<file path="config.mk">
export PLATFORM = sky130hd
export DESIGN_NAME = bitmap_slot_allocator_core
export DESIGN_NICKNAME = d
export VERILOG_FILES = /design/src/sv/bsa_pkg.sv /design/src/sv/bsa_map_ram.sv /design/src/sv/bsa_divider.sv /design/src/sv/bitmap_slot_allocator_core.sv
export VERILOG_INCLUDE_DIRS = /design/src /design/src/sv
export SDC_FILE = /design/constraint.sdc
export NUM_CORES = 2
export LEC_CHECK = 0
export BUFFER_PORTS_ARGS = -buffer_cell sky130_fd_sc_hd__buf_2
export CAP_MARGIN = 5
export CORE_ASPECT_RATIO = 2
export CORE_MARGIN = 4
export CORE_UTILIZATION = 39
export DETAILED_ROUTE_END_ITERATION = 7
export RECOVER_POWER = 50
export SLEW_MARGIN = 20
export SYNTH_ARGS = -nofsm -noshare
export SYNTH_HDL_FRONTEND = slang
export SYNTH_SLANG_ARGS = --single-unit
</file>
<file path="constraint.sdc">
create_clock -name clock -period 6.1 [get_ports clock]
set_input_delay 0.305 -clock clock [delete_from_list [all_inputs] [get_ports clock]]
set_output_delay 0.305 -clock clock [all_outputs]
set_load 0.1 [all_outputs]
</file>
<file path="src/sv/bitmap_slot_allocator_core_assert.svh">
// Assertion macros shared by the slot allocator RTL.
`ifndef BITMAP_SLOT_ALLOCATOR_CORE_ASSERT_SVH
`define BITMAP_SLOT_ALLOCATOR_CORE_ASSERT_SVH
`ifndef SYNTHESIS
`define BSA_ASSERT_IMPL(label, clk, rst, ante, cons, msg) \
   label: assert property (@(posedge clk) disable iff (rst) (ante) |-> (cons)) \
      else $error(msg);
`define BSA_ASSERT_NEXT(label, clk, rst, ante, cons, msg) \
   label: assert property (@(posedge clk) disable iff (rst) (ante) |=> (cons)) \
      else $error(msg);
`else
`define BSA_ASSERT_IMPL(label, clk, rst, ante, cons, msg)
`define BSA_ASSERT_NEXT(label, clk, rst, ante, cons, msg)
`endif
`endif

</file>
<file path="src/sv/bsa_pkg.sv">
// Types and constants of the bitmap slot allocator.
package bsa_pkg;

   localparam int ADDR_W         = 32;
   localparam int STATUS_W       = 3;
   localparam int COUNT_REG_W    = 11;
   localparam int SIZE_W         = 16;
   localparam int CSR_INDEX_W    = 2;
   localparam int CSR_DATA_W     = 32;
   localparam int DIV_DIVIDEND_W = 32;
   localparam int DIV_DIVISOR_W  = 16;
   localparam int DIV_CNT_W      = 5;

   localparam logic MODE_ALLOC = 1'b0;
   localparam logic MODE_FREE  = 1'b1;

   localparam logic [COUNT_REG_W-1:0] SLOT_COUNT_RESET  = 11'd1024;
   localparam logic [SIZE_W-1:0]      SLOT_SIZE_RESET   = 16'd64;
   localparam logic [ADDR_W-1:0]      OBJECT_BASE_RESET = 32'd0;

   typedef enum logic [STATUS_W-1:0] {
      STATUS_OK            = 3'd0,
      STATUS_FULL          = 3'd1,
      STATUS_MISALIGNED    = 3'd2,
      STATUS_RANGE         = 3'd3,
      STATUS_NOT_ALLOCATED = 3'd4
   } bsa_status_type;

   typedef enum logic [CSR_INDEX_W-1:0] {
      CSR_SLOT_COUNT  = 2'd0,
      CSR_SLOT_SIZE   = 2'd1,
      CSR_OBJECT_BASE = 2'd2
   } bsa_csr_type;

   typedef enum logic [3:0] {
      S_CLEAR,
      S_IDLE,
      S_SCAN,
      S_ALLOC_MUL,
      S_ALLOC_ADD,
      S_DIVIDE,
      S_FREE_MUL,
      S_FREE_FIX,
      S_FREE_CHECK,
      S_RESP
   } bsa_state_type;

   typedef struct packed {
      logic                      done;
      logic [DIV_DIVIDEND_W-1:0] quotient;
      logic [DIV_DIVISOR_W-1:0]  remainder;
   } bsa_div_result_type;

endpackage

</file>
<file path="src/sv/bsa_map_ram.sv">
// Synchronous used-slot bitmap memory with one write and one registered read port.
module bsa_map_ram #(
   parameter int WORDS = 32,
   parameter int WIDTH = 32,
   parameter int AW    = 5
) (
   input  logic             clock,
   input  logic             rd_en,
   input  logic [AW-1:0]    rd_addr,
   output logic [WIDTH-1:0] rd_data,
   input  logic             wr_en,
   input  logic [AW-1:0]    wr_addr,
   input  logic [WIDTH-1:0] wr_data
);

   logic [WIDTH-1:0] mem [WORDS];

   always_ff @(posedge clock) begin
      if (wr_en) begin
         mem[wr_addr] <= wr_data;
      end
   end

   always_ff @(posedge clock) begin
      if (rd_en) begin
         rd_data <= mem[rd_addr];
      end
   end

endmodule

</file>
<file path="src/sv/bsa_divider.sv">
// Restoring divider that produces one quotient bit per cycle.
`include "bitmap_slot_allocator_core_assert.svh"

module bsa_divider (
   input  logic                                      clock,
   input  logic                                      reset,
   input  logic                                      start,
   input  logic [bsa_pkg::DIV_DIVIDEND_W-1:0]        dividend,
   input  logic [bsa_pkg::DIV_DIVISOR_W-1:0]         divisor,
   output bsa_pkg::bsa_div_result_type               result
);

   localparam logic [bsa_pkg::DIV_CNT_W-1:0] LAST_STEP =
      bsa_pkg::DIV_CNT_W'(bsa_pkg::DIV_DIVIDEND_W - 1);

   logic                                busy_ff;
   logic                                done_ff;
   logic [bsa_pkg::DIV_CNT_W-1:0]       cnt_ff;
   logic [bsa_pkg::DIV_DIVIDEND_W-1:0]  quo_ff;
   logic [bsa_pkg::DIV_DIVISOR_W-1:0]   rem_ff;
   logic [bsa_pkg::DIV_DIVISOR_W-1:0]   div_ff;
   logic [bsa_pkg::DIV_DIVISOR_W:0]     shifted;
   logic [bsa_pkg::DIV_DIVISOR_W:0]     trial;
   logic                                take;

   assign shifted = {rem_ff, quo_ff[bsa_pkg::DIV_DIVIDEND_W-1]};
   assign trial   = shifted - {1'b0, div_ff};
   assign take    = !trial[bsa_pkg::DIV_DIVISOR_W];

   always_ff @(posedge clock) begin
      if (reset) begin
         busy_ff <= 1'b0;
         done_ff <= 1'b0;
         cnt_ff  <= '0;
      end else begin
         done_ff <= 1'b0;
         if (start) begin
            busy_ff <= 1'b1;
            cnt_ff  <= '0;
         end else if (busy_ff) begin
            cnt_ff <= cnt_ff + 1'b1;
            if (cnt_ff == LAST_STEP) begin
               busy_ff <= 1'b0;
               done_ff <= 1'b1;
            end
         end
      end
   end

   always_ff @(posedge clock) begin
      if (start) begin
         quo_ff <= dividend;
         rem_ff <= '0;
         div_ff <= divisor;
      end else if (busy_ff) begin
         quo_ff <= {quo_ff[bsa_pkg::DIV_DIVIDEND_W-2:0], take};
         rem_ff <= take ? trial[bsa_pkg::DIV_DIVISOR_W-1:0]
                        : shifted[bsa_pkg::DIV_DIVISOR_W-1:0];
      end
   end

   assign result.done      = done_ff;
   assign result.quotient  = quo_ff;
   assign result.remainder = rem_ff;

   `BSA_ASSERT_IMPL(a_no_restart, clock, reset, start, !busy_ff, "divider restarted while busy")
   `BSA_ASSERT_NEXT(a_done_pulse, clock, reset, done_ff, !done_ff, "divider done held")
   `BSA_ASSERT_IMPL(a_rem_bound, clock, reset, done_ff, rem_ff < div_ff, "remainder too large")

endmodule

</file>
<file path="src/sv/bitmap_slot_allocator_core.sv">
// Top level of the bitmap slot allocator: control sequencer, registers and result stage.
//
// Requests arrive on the req_ channel (req_mode 0 allocates, 1 frees req_free_address)
// and are taken when req_valid is high and req_stall is low. One request is worked on
// at a time. Every request gives exactly one transfer on the rsp_ channel carrying the
// status, the granted slot address and the count of used slots after the request.
// An allocate scans the bitmap memory one word per cycle. A free of an address at or above
// the object base with a nonzero slot size runs the offset through a bit-serial divider.
// The next request is taken as soon as the result sits in the output register; a stalled
// result holds there and the next finished result waits behind it.
// Configuration writes on the csr_ channel are always taken (csr_ready is high) and
// should be issued only while no request is outstanding.
// After reset the bitmap memory is cleared one word per cycle, during which req_stall
// stays high; the slot count is 1024, the slot size 64 and the base 0.
`include "bitmap_slot_allocator_core_assert.svh"

module bitmap_slot_allocator_core #(
   parameter int MAX_SLOTS     = 1024,
   parameter int MAP_WORD_BITS = 32
) (
   input  logic                                 clock,
   input  logic                                 reset,
   input  logic                                 req_valid,
   output logic                                 req_stall,
   input  logic                                 req_mode,
   input  logic [bsa_pkg::ADDR_W-1:0]           req_free_address,
   output logic                                 rsp_valid,
   input  logic                                 rsp_stall,
   output logic [bsa_pkg::STATUS_W-1:0]         rsp_status,
   output logic [bsa_pkg::ADDR_W-1:0]           rsp_slot_address,
   output logic [bsa_pkg::COUNT_REG_W-1:0]      rsp_slots_in_use,
   input  logic                                 csr_valid,
   output logic                                 csr_ready,
   input  logic [bsa_pkg::CSR_INDEX_W-1:0]      csr_index,
   input  logic [bsa_pkg::CSR_DATA_W-1:0]       csr_wdata
);

   localparam int MAP_WORDS = (MAX_SLOTS + MAP_WORD_BITS - 1) / MAP_WORD_BITS;
   localparam int WADDR_W   = (MAP_WORDS > 1) ? $clog2(MAP_WORDS) : 1;
   localparam int BIT_W     = $clog2(MAP_WORD_BITS);
   localparam int IDX_W     = $clog2(MAX_SLOTS);
   localparam int CNT_RAW_W = $clog2(MAX_SLOTS + MAP_WORD_BITS + 1);
   localparam int CNT_W     = (CNT_RAW_W > bsa_pkg::COUNT_REG_W) ? CNT_RAW_W
                                                                 : bsa_pkg::COUNT_REG_W;
   localparam int PROD_W    = IDX_W + bsa_pkg::SIZE_W;
   localparam int RSH       = IDX_W;
   localparam int RCP_W     = RSH + 1;
   localparam int RCP       = (1 << RSH) / MAP_WORD_BITS;
   localparam int RPROD_W   = IDX_W + RCP_W;

   localparam logic [WADDR_W-1:0] LAST_WORD = WADDR_W'(MAP_WORDS - 1);
   localparam logic [CNT_W-1:0]   MAX_CNT   = CNT_W'(MAX_SLOTS);
   localparam logic [CNT_W-1:0]   WORD_CNT  = CNT_W'(MAP_WORD_BITS);
   localparam logic [RCP_W-1:0]   RCP_VAL   = RCP_W'(RCP);

   bsa_pkg::bsa_state_type state_ff, state_in;

   logic [bsa_pkg::COUNT_REG_W-1:0] slot_count_ff;
   logic [bsa_pkg::SIZE_W-1:0]      slot_size_ff;
   logic [bsa_pkg::ADDR_W-1:0]      object_base_ff;

   logic [CNT_W-1:0]   used_ff, used_in;
   logic [WADDR_W-1:0] word_ff, word_in;
   logic [CNT_W-1:0]   wbase_ff, wbase_in;
   logic [IDX_W-1:0]   idx_ff, idx_in;
   logic [PROD_W-1:0]  prod_ff, prod_in;
   logic [WADDR_W-1:0] west_ff, west_in;
   logic [BIT_W-1:0]   fbit_ff, fbit_in;

   bsa_pkg::bsa_status_type    res_status_ff, res_status_in;
   logic [bsa_pkg::ADDR_W-1:0] res_addr_ff, res_addr_in;

   logic                            rsp_valid_ff, rsp_valid_in;
   bsa_pkg::bsa_status_type         rsp_status_ff, rsp_status_in;
   logic [bsa_pkg::ADDR_W-1:0]      rsp_addr_ff, rsp_addr_in;
   logic [bsa_pkg::COUNT_REG_W-1:0] rsp_used_ff, rsp_used_in;

   logic                     rd_en;
   logic [WADDR_W-1:0]       rd_addr;
   logic [MAP_WORD_BITS-1:0] rd_data;
   logic                     wr_en;
   logic [WADDR_W-1:0]       wr_addr;
   logic [MAP_WORD_BITS-1:0] wr_data;

   logic                               div_start;
   bsa_pkg::bsa_div_result_type        div_res;

   logic [CNT_W-1:0]           live_n;
   logic [CNT_W-1:0]           remain;
   logic [CNT_W-1:0]           next_base;
   logic [MAP_WORD_BITS-1:0]   free_vec;
   logic                       hit;
   logic [BIT_W-1:0]           hit_bit;
   logic [bsa_pkg::ADDR_W-1:0] off;
   logic                       below;
   logic [RPROD_W-1:0]         rprod;
   logic [CNT_W-1:0]           frem;
   logic                       frem_over;
   logic                       req_take;
   logic                       out_free;
   logic                       div_bad;

   bsa_map_ram #(
      .WORDS (MAP_WORDS),
      .WIDTH (MAP_WORD_BITS),
      .AW    (WADDR_W)
   ) u_map (
      .clock   (clock),
      .rd_en   (rd_en),
      .rd_addr (rd_addr),
      .rd_data (rd_data),
      .wr_en   (wr_en),
      .wr_addr (wr_addr),
      .wr_data (wr_data)
   );

   bsa_divider u_div (
      .clock    (clock),
      .reset    (reset),
      .start    (div_start),
      .dividend (off),
      .divisor  (slot_size_ff),
      .result   (div_res)
   );

   assign csr_ready = 1'b1;
   assign req_stall = (state_ff != bsa_pkg::S_IDLE);
   assign req_take  = req_valid && (state_ff == bsa_pkg::S_IDLE);
   assign out_free  = !rsp_valid_ff || !rsp_stall;

   assign live_n    = (CNT_W'(slot_count_ff) > MAX_CNT) ? MAX_CNT : CNT_W'(slot_count_ff);
   assign remain    = live_n - wbase_ff;
   assign next_base = wbase_ff + WORD_CNT;
   assign off       = req_free_address - object_base_ff;
   assign below     = req_free_address < object_base_ff;
   assign rprod     = RPROD_W'(idx_ff) * RPROD_W'(RCP_VAL);
   assign frem      = CNT_W'(idx_ff) - CNT_W'(west_ff * MAP_WORD_BITS);
   assign frem_over = frem >= WORD_CNT;
   assign div_bad   = (div_res.remainder != '0) ||
                      (div_res.quotient >= bsa_pkg::DIV_DIVIDEND_W'(live_n));

   always_comb begin
      for (int b = 0; b < MAP_WORD_BITS; b++) begin
         free_vec[b] = !rd_data[b] && (CNT_W'(b) < remain);
      end
   end

   always_comb begin
      hit_bit = '0;
      for (int b = MAP_WORD_BITS - 1; b >= 0; b--) begin
         if (free_vec[b]) begin
            hit_bit = BIT_W'(b);
         end
      end
   end

   assign hit = |free_vec;

   always_comb begin
      state_in = state_ff;
      case (state_ff)
         bsa_pkg::S_CLEAR: begin
            if (word_ff == LAST_WORD) begin
               state_in = bsa_pkg::S_IDLE;
            end
         end
         bsa_pkg::S_IDLE: begin
            if (req_take) begin
               if (req_mode == bsa_pkg::MODE_ALLOC) begin
                  state_in = bsa_pkg::S_SCAN;
               end else if (below) begin
                  state_in = bsa_pkg::S_RESP;
               end else if (slot_size_ff == '0) begin
                  if (off != '0 || live_n == '0) begin
                     state_in = bsa_pkg::S_RESP;
                  end else begin
                     state_in = bsa_pkg::S_FREE_MUL;
                  end
               end else begin
                  state_in = bsa_pkg::S_DIVIDE;
               end
            end
         end
         bsa_pkg::S_SCAN: begin
            if (hit) begin
               state_in = bsa_pkg::S_ALLOC_MUL;
            end else if (next_base >= live_n) begin
               state_in = bsa_pkg::S_RESP;
            end
         end
         bsa_pkg::S_ALLOC_MUL: state_in = bsa_pkg::S_ALLOC_ADD;
         bsa_pkg::S_ALLOC_ADD: state_in = bsa_pkg::S_RESP;
         bsa_pkg::S_DIVIDE: begin
            if (div_res.done) begin
               state_in = div_bad ? bsa_pkg::S_RESP : bsa_pkg::S_FREE_MUL;
            end
         end
         bsa_pkg::S_FREE_MUL:   state_in = bsa_pkg::S_FREE_FIX;
         bsa_pkg::S_FREE_FIX:   state_in = bsa_pkg::S_FREE_CHECK;
         bsa_pkg::S_FREE_CHECK: state_in = bsa_pkg::S_RESP;
         bsa_pkg::S_RESP: begin
            if (out_free) begin
               state_in = bsa_pkg::S_IDLE;
            end
         end
         default: state_in = bsa_pkg::S_IDLE;
      endcase
   end

   always_comb begin
      used_in       = used_ff;
      word_in       = word_ff;
      wbase_in      = wbase_ff;
      idx_in        = idx_ff;
      prod_in       = prod_ff;
      west_in       = west_ff;
      fbit_in       = fbit_ff;
      res_status_in = res_status_ff;
      res_addr_in   = res_addr_ff;
      rsp_valid_in  = rsp_valid_ff && rsp_stall;
      rsp_status_in = rsp_status_ff;
      rsp_addr_in   = rsp_addr_ff;
      rsp_used_in   = rsp_used_ff;
      rd_en         = 1'b0;
      rd_addr       = word_ff;
      wr_en         = 1'b0;
      wr_addr       = word_ff;
      wr_data       = rd_data;
      div_start     = 1'b0;
      case (state_ff)
         bsa_pkg::S_CLEAR: begin
            wr_en   = 1'b1;
            wr_data = '0;
            word_in = word_ff + 1'b1;
         end
         bsa_pkg::S_IDLE: begin
            if (req_take) begin
               res_status_in = bsa_pkg::STATUS_OK;
               res_addr_in   = '0;
               if (req_mode == bsa_pkg::MODE_ALLOC) begin
                  rd_en    = 1'b1;
                  rd_addr  = '0;
                  word_in  = '0;
                  wbase_in = '0;
               end else if (below) begin
                  res_status_in = bsa_pkg::STATUS_RANGE;
               end else if (slot_size_ff == '0) begin
                  if (off != '0) begin
                     res_status_in = bsa_pkg::STATUS_MISALIGNED;
                  end else if (live_n == '0) begin
                     res_status_in = bsa_pkg::STATUS_RANGE;
                  end else begin
                     idx_in = '0;
                  end
               end else begin
                  div_start = 1'b1;
               end
            end
         end
         bsa_pkg::S_SCAN: begin
            if (hit) begin
               wr_en   = 1'b1;
               wr_data = rd_data | (MAP_WORD_BITS'(1) << hit_bit);
               used_in = used_ff + 1'b1;
               idx_in  = IDX_W'(wbase_ff + CNT_W'(hit_bit));
            end else if (next_base >= live_n) begin
               res_status_in = bsa_pkg::STATUS_FULL;
            end else begin
               word_in  = word_ff + 1'b1;
               wbase_in = next_base;
               rd_en    = 1'b1;
               rd_addr  = word_ff + 1'b1;
            end
         end
         bsa_pkg::S_ALLOC_MUL: begin
            prod_in = PROD_W'(idx_ff) * PROD_W'(slot_size_ff);
         end
         bsa_pkg::S_ALLOC_ADD: begin
            res_addr_in = object_base_ff + bsa_pkg::ADDR_W'(prod_ff);
         end
         bsa_pkg::S_DIVIDE: begin
            if (div_res.done) begin
               if (div_res.remainder != '0) begin
                  res_status_in = bsa_pkg::STATUS_MISALIGNED;
               end else if (div_bad) begin
                  res_status_in = bsa_pkg::STATUS_RANGE;
               end else begin
                  idx_in = IDX_W'(div_res.quotient);
               end
            end
         end
         bsa_pkg::S_FREE_MUL: begin
            west_in = WADDR_W'(rprod >> RSH);
         end
         bsa_pkg::S_FREE_FIX: begin
            rd_en = 1'b1;
            if (frem_over) begin
               word_in = west_ff + 1'b1;
               fbit_in = BIT_W'(frem - WORD_CNT);
            end else begin
               word_in = west_ff;
               fbit_in = BIT_W'(frem);
            end
            rd_addr = word_in;
         end
         bsa_pkg::S_FREE_CHECK: begin
            if (!rd_data[fbit_ff]) begin
               res_status_in = bsa_pkg::STATUS_NOT_ALLOCATED;
            end else begin
               wr_en   = 1'b1;
               wr_data = rd_data & ~(MAP_WORD_BITS'(1) << fbit_ff);
               used_in = used_ff - 1'b1;
            end
         end
         bsa_pkg::S_RESP: begin
            if (out_free) begin
               rsp_valid_in  = 1'b1;
               rsp_status_in = res_status_ff;
               rsp_addr_in   = res_addr_ff;
               rsp_used_in   = used_ff[bsa_pkg::COUNT_REG_W-1:0];
            end
         end
         default: begin
            rd_en = 1'b0;
         end
      endcase
   end

   always_ff @(posedge clock) begin
      if (reset) begin
         state_ff     <= bsa_pkg::S_CLEAR;
         word_ff      <= '0;
         used_ff      <= '0;
         rsp_valid_ff <= 1'b0;
      end else begin
         state_ff     <= state_in;
         word_ff      <= word_in;
         used_ff      <= used_in;
         rsp_valid_ff <= rsp_valid_in;
      end
   end

   always_ff @(posedge clock) begin
      wbase_ff      <= wbase_in;
      idx_ff        <= idx_in;
      prod_ff       <= prod_in;
      west_ff       <= west_in;
      fbit_ff       <= fbit_in;
      res_status_ff <= res_status_in;
      res_addr_ff   <= res_addr_in;
      rsp_status_ff <= rsp_status_in;
      rsp_addr_ff   <= rsp_addr_in;
      rsp_used_ff   <= rsp_used_in;
   end

   always_ff @(posedge clock) begin
      if (reset) begin
         slot_count_ff  <= bsa_pkg::SLOT_COUNT_RESET;
         slot_size_ff   <= bsa_pkg::SLOT_SIZE_RESET;
         object_base_ff <= bsa_pkg::OBJECT_BASE_RESET;
      end else if (csr_valid && csr_ready) begin
         case (csr_index)
            bsa_pkg::CSR_SLOT_COUNT:  slot_count_ff  <= csr_wdata[bsa_pkg::COUNT_REG_W-1:0];
            bsa_pkg::CSR_SLOT_SIZE:   slot_size_ff   <= csr_wdata[bsa_pkg::SIZE_W-1:0];
            bsa_pkg::CSR_OBJECT_BASE: object_base_ff <= csr_wdata[bsa_pkg::ADDR_W-1:0];
            default: begin
               slot_count_ff <= slot_count_ff;
            end
         endcase
      end
   end

   assign rsp_valid        = rsp_valid_ff;
   assign rsp_status       = rsp_status_ff;
   assign rsp_slot_address = rsp_addr_ff;
   assign rsp_slots_in_use = rsp_used_ff;

   `BSA_ASSERT_IMPL(a_used_bound, clock, reset, 1'b1, used_ff <= MAX_CNT, "used count overflow")
   `BSA_ASSERT_IMPL(a_alloc_sets_one, clock, reset, wr_en && state_ff == bsa_pkg::S_SCAN, $countones(wr_data) == $countones(rd_data) + 1, "allocate did not set one bit")
   `BSA_ASSERT_IMPL(a_free_clears_one, clock, reset, wr_en && state_ff == bsa_pkg::S_FREE_CHECK, $countones(wr_data) + 1 == $countones(rd_data), "free did not clear one bit")
   `BSA_ASSERT_IMPL(a_fail_no_addr, clock, reset, rsp_valid_ff && rsp_status_ff != bsa_pkg::STATUS_OK, rsp_addr_ff == '0, "failed request carries an address")
   `BSA_ASSERT_NEXT(a_clear_ends, clock, reset, state_ff == bsa_pkg::S_CLEAR && word_ff == LAST_WORD, state_ff == bsa_pkg::S_IDLE, "clearing pass did not end")

endmodule

</file>
After elaboration in Yosys (flattened, before gate mapping)
Memories as Yosys holds them, arrays and structs flattened. A register that Yosys moved wholly into a read port is not among the register bits.
Index checks and enable logic that the tools add are counted.
Word-level totals
  register bits after elaboration: 289
  bits of input ports: 72
  bits in writable memories: 1024
  logic and storage cells: 331
  memories kept: 1
  output and inout bits: 49
Cells by class
  bitwise operators: 4
  $mul: 1
  $add $sub $neg: 13
  equal/unequal tests: 34
  multiplexer cells: 116
  reduce and logical (&&, ||, !) cells: 99
  magnitude comparators: 38
  shift operators: 2
Memory list
  u_map.mem: depth 32, width 32, read ports 1, clocked after Yosys merged registers in 1, write ports 1, RTL line bsa_map_ram.sv:16  | logic [WIDTH-1:0] mem [WORDS];
Operators by type and width (count)
  $mux W5: 38
  $lt A5 B11 Y1 const A: 16
  $mux W32: 5
  $mux W10: 10
  $pmux W32 S3: 1
  $lt A4 B11 Y1 const A: 8
  $mux W11: 7
  $pmux W32 S2: 1
  $shl A1 B5 Y32 const A: 2
  $lt A3 B11 Y1 const A: 4
  $mux W4: 11
  $pmux W11 S2: 2
  $pmux W4 S9: 1
  $logic_not A1 Y1: 35
  $logic_and A1 B1 Y1: 34
  $add A32 B26 Y32: 1
  $and A32 B32 Y32: 1
  $ge A32 B11 Y1: 1
  $lt A32 B32 Y1: 1
  $ne A2 B2 Y1 const B: 16
  $not A32 Y32: 1
  $or A32 B32 Y32: 1
  $reduce_bool A32 Y1: 1
  $reduce_or A32 Y1: 1
  other kinds (54): 108

Depth between registers and ports, before layout
  depth in word-level cells: 41
  depth in mapped cells: 24
  gate-level depth less buffers: 21

Cells and area by module
From an unflattened synthesis, not the netlist that was laid out.
Unflattened totals
  cell total of the unflattened synthesis: 4799
  area total of the unflattened synthesis: 63742.4 um2
By module, submodules not included
  bsa_map_ram: times used 1, cells each 2260, area an instance 40805.4 um2, sequential area each 31710.4 um2
  bitmap_slot_allocator_core: times used 1, cells each 2220, area an instance 19199.7 um2, sequential area each 5595.4 um2
  bsa_divider: times used 1, cells each 319, area an instance 3737.3 um2, sequential area each 1901.8 um2

Worst setup path after synthesis
No wires, ideal clock.
  kind: flip-flop to flip-flop
  start: register slot_count_ff[10] in the netlist's numbering
  end: memory u_map.mem[0][1] (data pin)
  data arrival time: 5.271 ns
  buffers on the path: 4
  slack: 0.265 ns
  cell stages (with the launch flop): 20
  required time: 5.537 ns
  setup time: 0.563 ns
  cell sequence: dfxtp_1 buf_6 inv_1 clkbuf_1 nand2_1 inv_1 ha_1 a21o_1 and3_1 o221a_2 buf_6 buf_6 and3_1 o221ai_1 a32oi_1 o21ai_0 a21oi_1 a21oi_1 a31oi_1 o41ai_1
Between the ends
  cells in the longest elaborated chain, start to end: 41
  elaborated cells on any way between the ends: 104
RTL lines
  from (decl): RTL line bitmap_slot_allocator_core.sv:58  | logic [bsa_pkg::COUNT_REG_W-1:0] slot_count_ff;
  from (signal assigned): RTL line bitmap_slot_allocator_core.sv:358  | slot_count_ff <= bsa_pkg::SLOT_COUNT_RESET;
  from (signal assigned): RTL line bitmap_slot_allocator_core.sv:363  | bsa_pkg::CSR_SLOT_COUNT: slot_count_ff <= csr_wdata[bsa_pkg::COUNT_REG_W-1:0];
  from (signal assigned): RTL line bitmap_slot_allocator_core.sv:367  | slot_count_ff <= slot_count_ff;
  $gt A11 B11 Y1: RTL line bitmap_slot_allocator_core.sv:131  | assign live_n = (CNT_W'(slot_count_ff) > MAX_CNT) ? MAX_CNT : CNT_W'(slot_count_ff);
  $mux W11 *: RTL line bitmap_slot_allocator_core.sv:131
  $sub A11 B11 Y11 *: RTL line bitmap_slot_allocator_core.sv:132  | assign remain = live_n - wbase_ff;
  $lt A5 B11 Y1: RTL line bitmap_slot_allocator_core.sv:144  | free_vec[b] = !rd_data[b] && (CNT_W'(b) < remain);
  $logic_and A1 B1 Y1: RTL line bitmap_slot_allocator_core.sv:144
  $mux W5 (32 in a row): RTL line bitmap_slot_allocator_core.sv:151  | if (free_vec[b]) begin
  $shl A1 B5 Y32: RTL line bitmap_slot_allocator_core.sv:263  | wr_data = rd_data | (MAP_WORD_BITS'(1) << hit_bit);
  $or A32 B32 Y32: RTL line bitmap_slot_allocator_core.sv:263
  $mux W32 *: RTL line bitmap_slot_allocator_core.sv:261  | if (hit) begin
  $pmux W32 S3 *: RTL line bitmap_slot_allocator_core.sv:230  | case (state_ff)
  net u_map.wr_data[1]: RTL line bsa_map_ram.sv:13  | input logic [WIDTH-1:0] wr_data
  to (decl): RTL line bsa_map_ram.sv:16
Mark *: on every way through the listed nets, which the timed path passes. The rest lies on a longest branch.

Worst setup path in the final report
  start: register slot_count_ff[10] in the netlist's numbering
  end: register u_map.rd_data[18], read port of u_map.mem, enable pin
Between the ends
  cells in the longest elaborated chain, start to end: 8
  elaborated cells on any way between the ends: 75
RTL lines
  $gt A11 B11 Y1: RTL line bitmap_slot_allocator_core.sv:131
  $mux W11 *: RTL line bitmap_slot_allocator_core.sv:131
  $sub A11 B11 Y11: RTL line bitmap_slot_allocator_core.sv:132
  $lt A1 B11 Y1 (tied with other cells): RTL line bitmap_slot_allocator_core.sv:144
  $logic_and A1 B1 Y1: RTL line bitmap_slot_allocator_core.sv:144
  $reduce_or A32 Y1: RTL line bitmap_slot_allocator_core.sv:157  | assign hit = |free_vec;
  $mux W1 *: RTL line bitmap_slot_allocator_core.sv:261
  $pmux W1 S3 *: RTL line bitmap_slot_allocator_core.sv:230
  net rd_en: RTL line bitmap_slot_allocator_core.sv:78  | logic rd_en;
  to (decl): RTL line bsa_map_ram.sv:10  | output logic [WIDTH-1:0] rd_data,
Marked as above.
A chain may end at the register's enable or synchronous reset.

==> results.sh <==
export IMPL_reg2reg_depth=15
export IMPL_ios=121
export IMPL_reg2reg_slack_ps=250
export IMPL_cp_endpoint="u_map.rd_data[18]"
export IMPL_yosysWarnings=0
export IMPL_max_slew_margin_pct=-138
export IMPL_synth_cell_types=96
export IMPL_critical_path_startpoint_type="flip-flop"
export IMPL_seq_area_frac_synth_pct=61.2
export IMPL_fin_skew_ps=34.2
export IMPL_wl_mm=198
export IMPL_tightestPinTransition_ps=3580
export IMPL_start_util_pct=39.2
export IMPL_p_per_area_mw_per_mm2=322
export IMPL_finalSetupTns_ps=0
export IMPL_clkLatencyLatePin_ps=750
export IMPL_hold_viol_final=0
export IMPL_clk_pin_slew_ps=70
export IMPL_p_int_uw=16500
export IMPL_yosys_top_cells_area="edfxtp_1 (58%), mux2i_1 (7.1%), fa_1 (3.6%), ha_1 (3.5%), dfxtp_1 (3.2%)"
export IMPL_grt_antenna_before_repair=3
export IMPL_num_rows=210
export IMPL_synth_edff_count=1237
export IMPL_synthCells=4804
export IMPL_syn_to_final_growth_pct=13.1
export IMPL_fp_coreArea_mm2=0.163
export IMPL_syn_area_mm2=0.0640
export IMPL_synth_xor_xnor_area_share_pct=1.31
export IMPL_critPathKind="reg2reg"
export IMPL_switching_share_pct=29.1
export IMPL_synth_area_per_cell_um2=13.3
export IMPL_grt_pass1_wl_mm=285
export IMPL_drtIter0Drc=2899
export IMPL_die_w_um=295
export IMPL_arrival_ps=6220
export IMPL_combPwrFrac_pct=22.2
export IMPL_setup_viol=0
export IMPL_numCtsBuffers=110
export IMPL_setup_worst_path_end_class="flip-flop"
export IMPL_status="complete, but fails checks"
export IMPL_synthFlopType="edfxtp_1"
export IMPL_yosys_mux_area_fraction_pct=8.63
export IMPL_synth_compound_area_share_pct=10.3
export IMPL_period_share_pct=95.8
export IMPL_dieArea_mm2=0.171
export IMPL_fin_crit_ps=5850
export IMPL_async_reset_ff_share_pct=0
export IMPL_violations="capacitance limit, slew limit"
export IMPL_cts_root_buf="clkbuf_16"
export IMPL_dr_pass1_iters=6
export IMPL_grt_max_degree=66
export IMPL_drive_above_1_share_pct=12.0
export IMPL_power_switching_uw=6780
export IMPL_io_buffer_count=119
export IMPL_ys_ff_latch=1340
export IMPL_cts_tree="done"
export IMPL_synth_nets=5172
export IMPL_grt_overflow=0
export IMPL_avgViaCountPerCell=5.70
export IMPL_ant_nets=0
export IMPL_synth_largest_area_cell="edfxtp_1"
export IMPL_r2r_end="u_map.rd_data[18]"
export IMPL_die_h_um=581
export IMPL_critPathLaunch="slot_count_ff[10]"
export IMPL_clock_sinks=1340
export IMPL_synth_simple_gate_area_share_pct=8.31
export IMPL_hold_class="in2reg"
export IMPL_synth_top_area_share_pct=58.0
export IMPL_hpwl_mm=135
export IMPL_p_seq_share_pct=46.2
export IMPL_fillCellCount=14710
export IMPL_synth_top_family_by_area="compound AO/OA/AOI/OAI gates"
export IMPL_max_cap_violations=8
export IMPL_final_max_slew_viol_count=245
export IMPL_wire_per_inst_um=27.3
export IMPL_drc_errors=0
export IMPL_required_ps=6480
export IMPL_gp_routability_congestion=0.948
export IMPL_grt_total_usage_pct=22.8
export IMPL_grt_pass1_vias=42897
export IMPL_fmax_mhz=171
export IMPL_htreeDepth=3
export IMPL_vdd_ir_drop_max_v=0.000254
export IMPL_clockPowerShare_pct=31.5
export IMPL_r2r_start="slot_count_ff[10]"
export IMPL_nets=5413
export IMPL_p_leak_uw=0.0266
export IMPL_vias=41396
export IMPL_cp_max_fo=32
export IMPL_fin_util_pct=44.3
export IMPL_cts_max_path_buffers=3
export IMPL_synth_fa_ha_area_share_pct=7.13
[critical path, stage by stage (launching register included)]
cell and delay, ps:
dfxtp_1 310, inv_1 170, nand2_1 140, inv_1 100, ha_1 250, a21o_1 200, nor3_1 300, o221a_4 510
a31oi_1 260, nor4_4 450, nand4_2 250, or3_1 550, o21ai_0 190, clkbuf_1 450, nand2b_1 750, buf_2 540
[stage by stage]
stage          instance area [um^2]  setup slack, ps  power [uW]  instances  hold WS [ps]
3_5_place_dp                  68700              152       16200       7018           405
3_3_place_gp                  68600             99.9       16100       7018           401
2_1_floorplan                 64000              265       14300       4804           400
4_1_cts                       72700              135       23500       7258         0.965
6_report                      72400              255       23300       7263          49.6
5_1_grt                       72400            -18.8       24200       7260          55.3
[layout by cell type (no fill, tap or decap), types with 28 or more instances in the layout]
cell type,n
inv_1,214
a32oi_1,67
clkinv_1,28
o21ai_0,126
nand2_1,506
mux2_2,47
a31oi_1,33
edfxtp_1,1237
fa_1,115
clkbuf_16,112
nand3_1,47
buf_2,71
a2bb2oi_1,65
nor3_1,66
nor2_1,157
xor2_1,41
clkbuf_1,99
buf_12,35
dlygate4sd3_1,34
ha_1,181
a221oi_1,35
buf_4,127
nand2b_1,35
mux2i_1,452
and2_1,85
a21o_1,35
o221ai_1,35
a21oi_1,273
nor2_4,30
dfxtp_1,102
a22oi_1,36
xnor2_1,52
a211oi_2,34
[synth_stat cells (all sizes together) (8+ instances only)]
cell	number
nand4	22
a211oi	61
o31ai	12
a21boi	15
o21ai	143
nor2	195
mux2	73
a2bb2oi	65
buf	96
o2111ai	8
o221ai	35
fa	115
a21oi	278
a31oi	36
o211ai	14
nand3b	13
mux4	8
nand2b	35
ha	181
o22ai	12
a221oi	35
or3	26
edfxtp	1237
or2	14
inv	214
nor4	24
o21a	16
dfxtp	103
a31o	12
xor2	42
xnor2	53
a21o	35
and3	25
clkbuf	149
a22oi	36
a32oi	67
nand2	507
nor2b	25
nor3	67
and2	92
mux2i	452
nand3	50
[worst min-delay path by stage]
stage / startpoint / endpoint / slack (ps) / depth (start not counted)
after CTS: csr_index[1] / slot_count_ff[1] / 1 / 4
after floorplan: res_addr_ff[0] / rsp_slot_address[0] / 400 / 0
after detailed placement: res_addr_ff[21] / rsp_slot_address[21] / 400 / 0
final: csr_index[1] / slot_count_ff[1] / 50 / 4
after global routing: csr_index[1] / slot_count_ff[1] / 60 / 4
after global placement: res_addr_ff[12] / rsp_slot_address[12] / 400 / 0
[registers in the layout (all words and copies together), names as in the netlist, 6 cells and up]
name / count
rsp_slots_in_use: 11
rsp_slot_address: 32
prod_ff: 26
u_map.mem: 1024
used_ff: 11
res_addr_ff: 32
slot_count_ff: 11
object_base_ff: 32
u_div.div_ff: 16
idx_ff: 10
slot_size_ff: 16
u_div.quo_ff: 32
u_div.rem_ff: 16
wbase_ff: 6
u_map.rd_data: 32
[final cells by class]
| class | instances | area [um^2] | area share [%] |
|---|---|---|---|
| diodes | 4 | 10.0 | 0.0138 |
| clock inverters | 76 | 771 | 1.06 |
| well taps | 2120 | 2650 | 3.66 |
| clock buffers | 130 | 2910 | 4.02 |
| repair buffers | 374 | 2800 | 3.86 |
| multi-input cells | 3005 | 23300 | 32.1 |
| flip-flops and latches | 1340 | 39200 | 54.1 |
| inverters | 214 | 803 | 1.11 |
[logic make-up after synthesis]
logic type | after synthesis
AO/OA/AOI/OAI | 949
XOR/XNOR | 95
adder cells (fa/ha/maj) | 296
buffers and inverters | 459
flip-flops | 1340
multiplexers | 533
other | 1
AND/OR/NAND/NOR | 1131
[power groups by stage]
stage / logic, uW / registers (uW) / clock network (uW)
finish: 5180 / 10800 / 7360
global route: 5550 / 10800 / 7850
CTS: 5240 / 10800 / 7500
detailed placement: 5200 / 11000 / 0
global placement: 5150 / 11000 / 0
floorplan: 3400 / 10900 / 0
[metal layers]
| metal | vias to the layer above | global-route usage, % | wire, um |
|---|---|---|---|
| met2 | 1343 | 43.7 | 108000 |
| met5 | - | 0 | 0 |
| met4 | 0 | 16.7 | 17100 |
| li1 | 18555 | - | - |
| met3 | 516 | 2.47 | 8380 |
| met1 | 20982 | 22.2 | 64500 |
[repair_timing]
action	CTS	global route
setup endpoints to repair	0	10
buffers inserted	0	1
hold buffers	34	0
endpoints found under the hold margin	62	0
gates resized for setup	0	6
(Power assumes the default switching activity.)
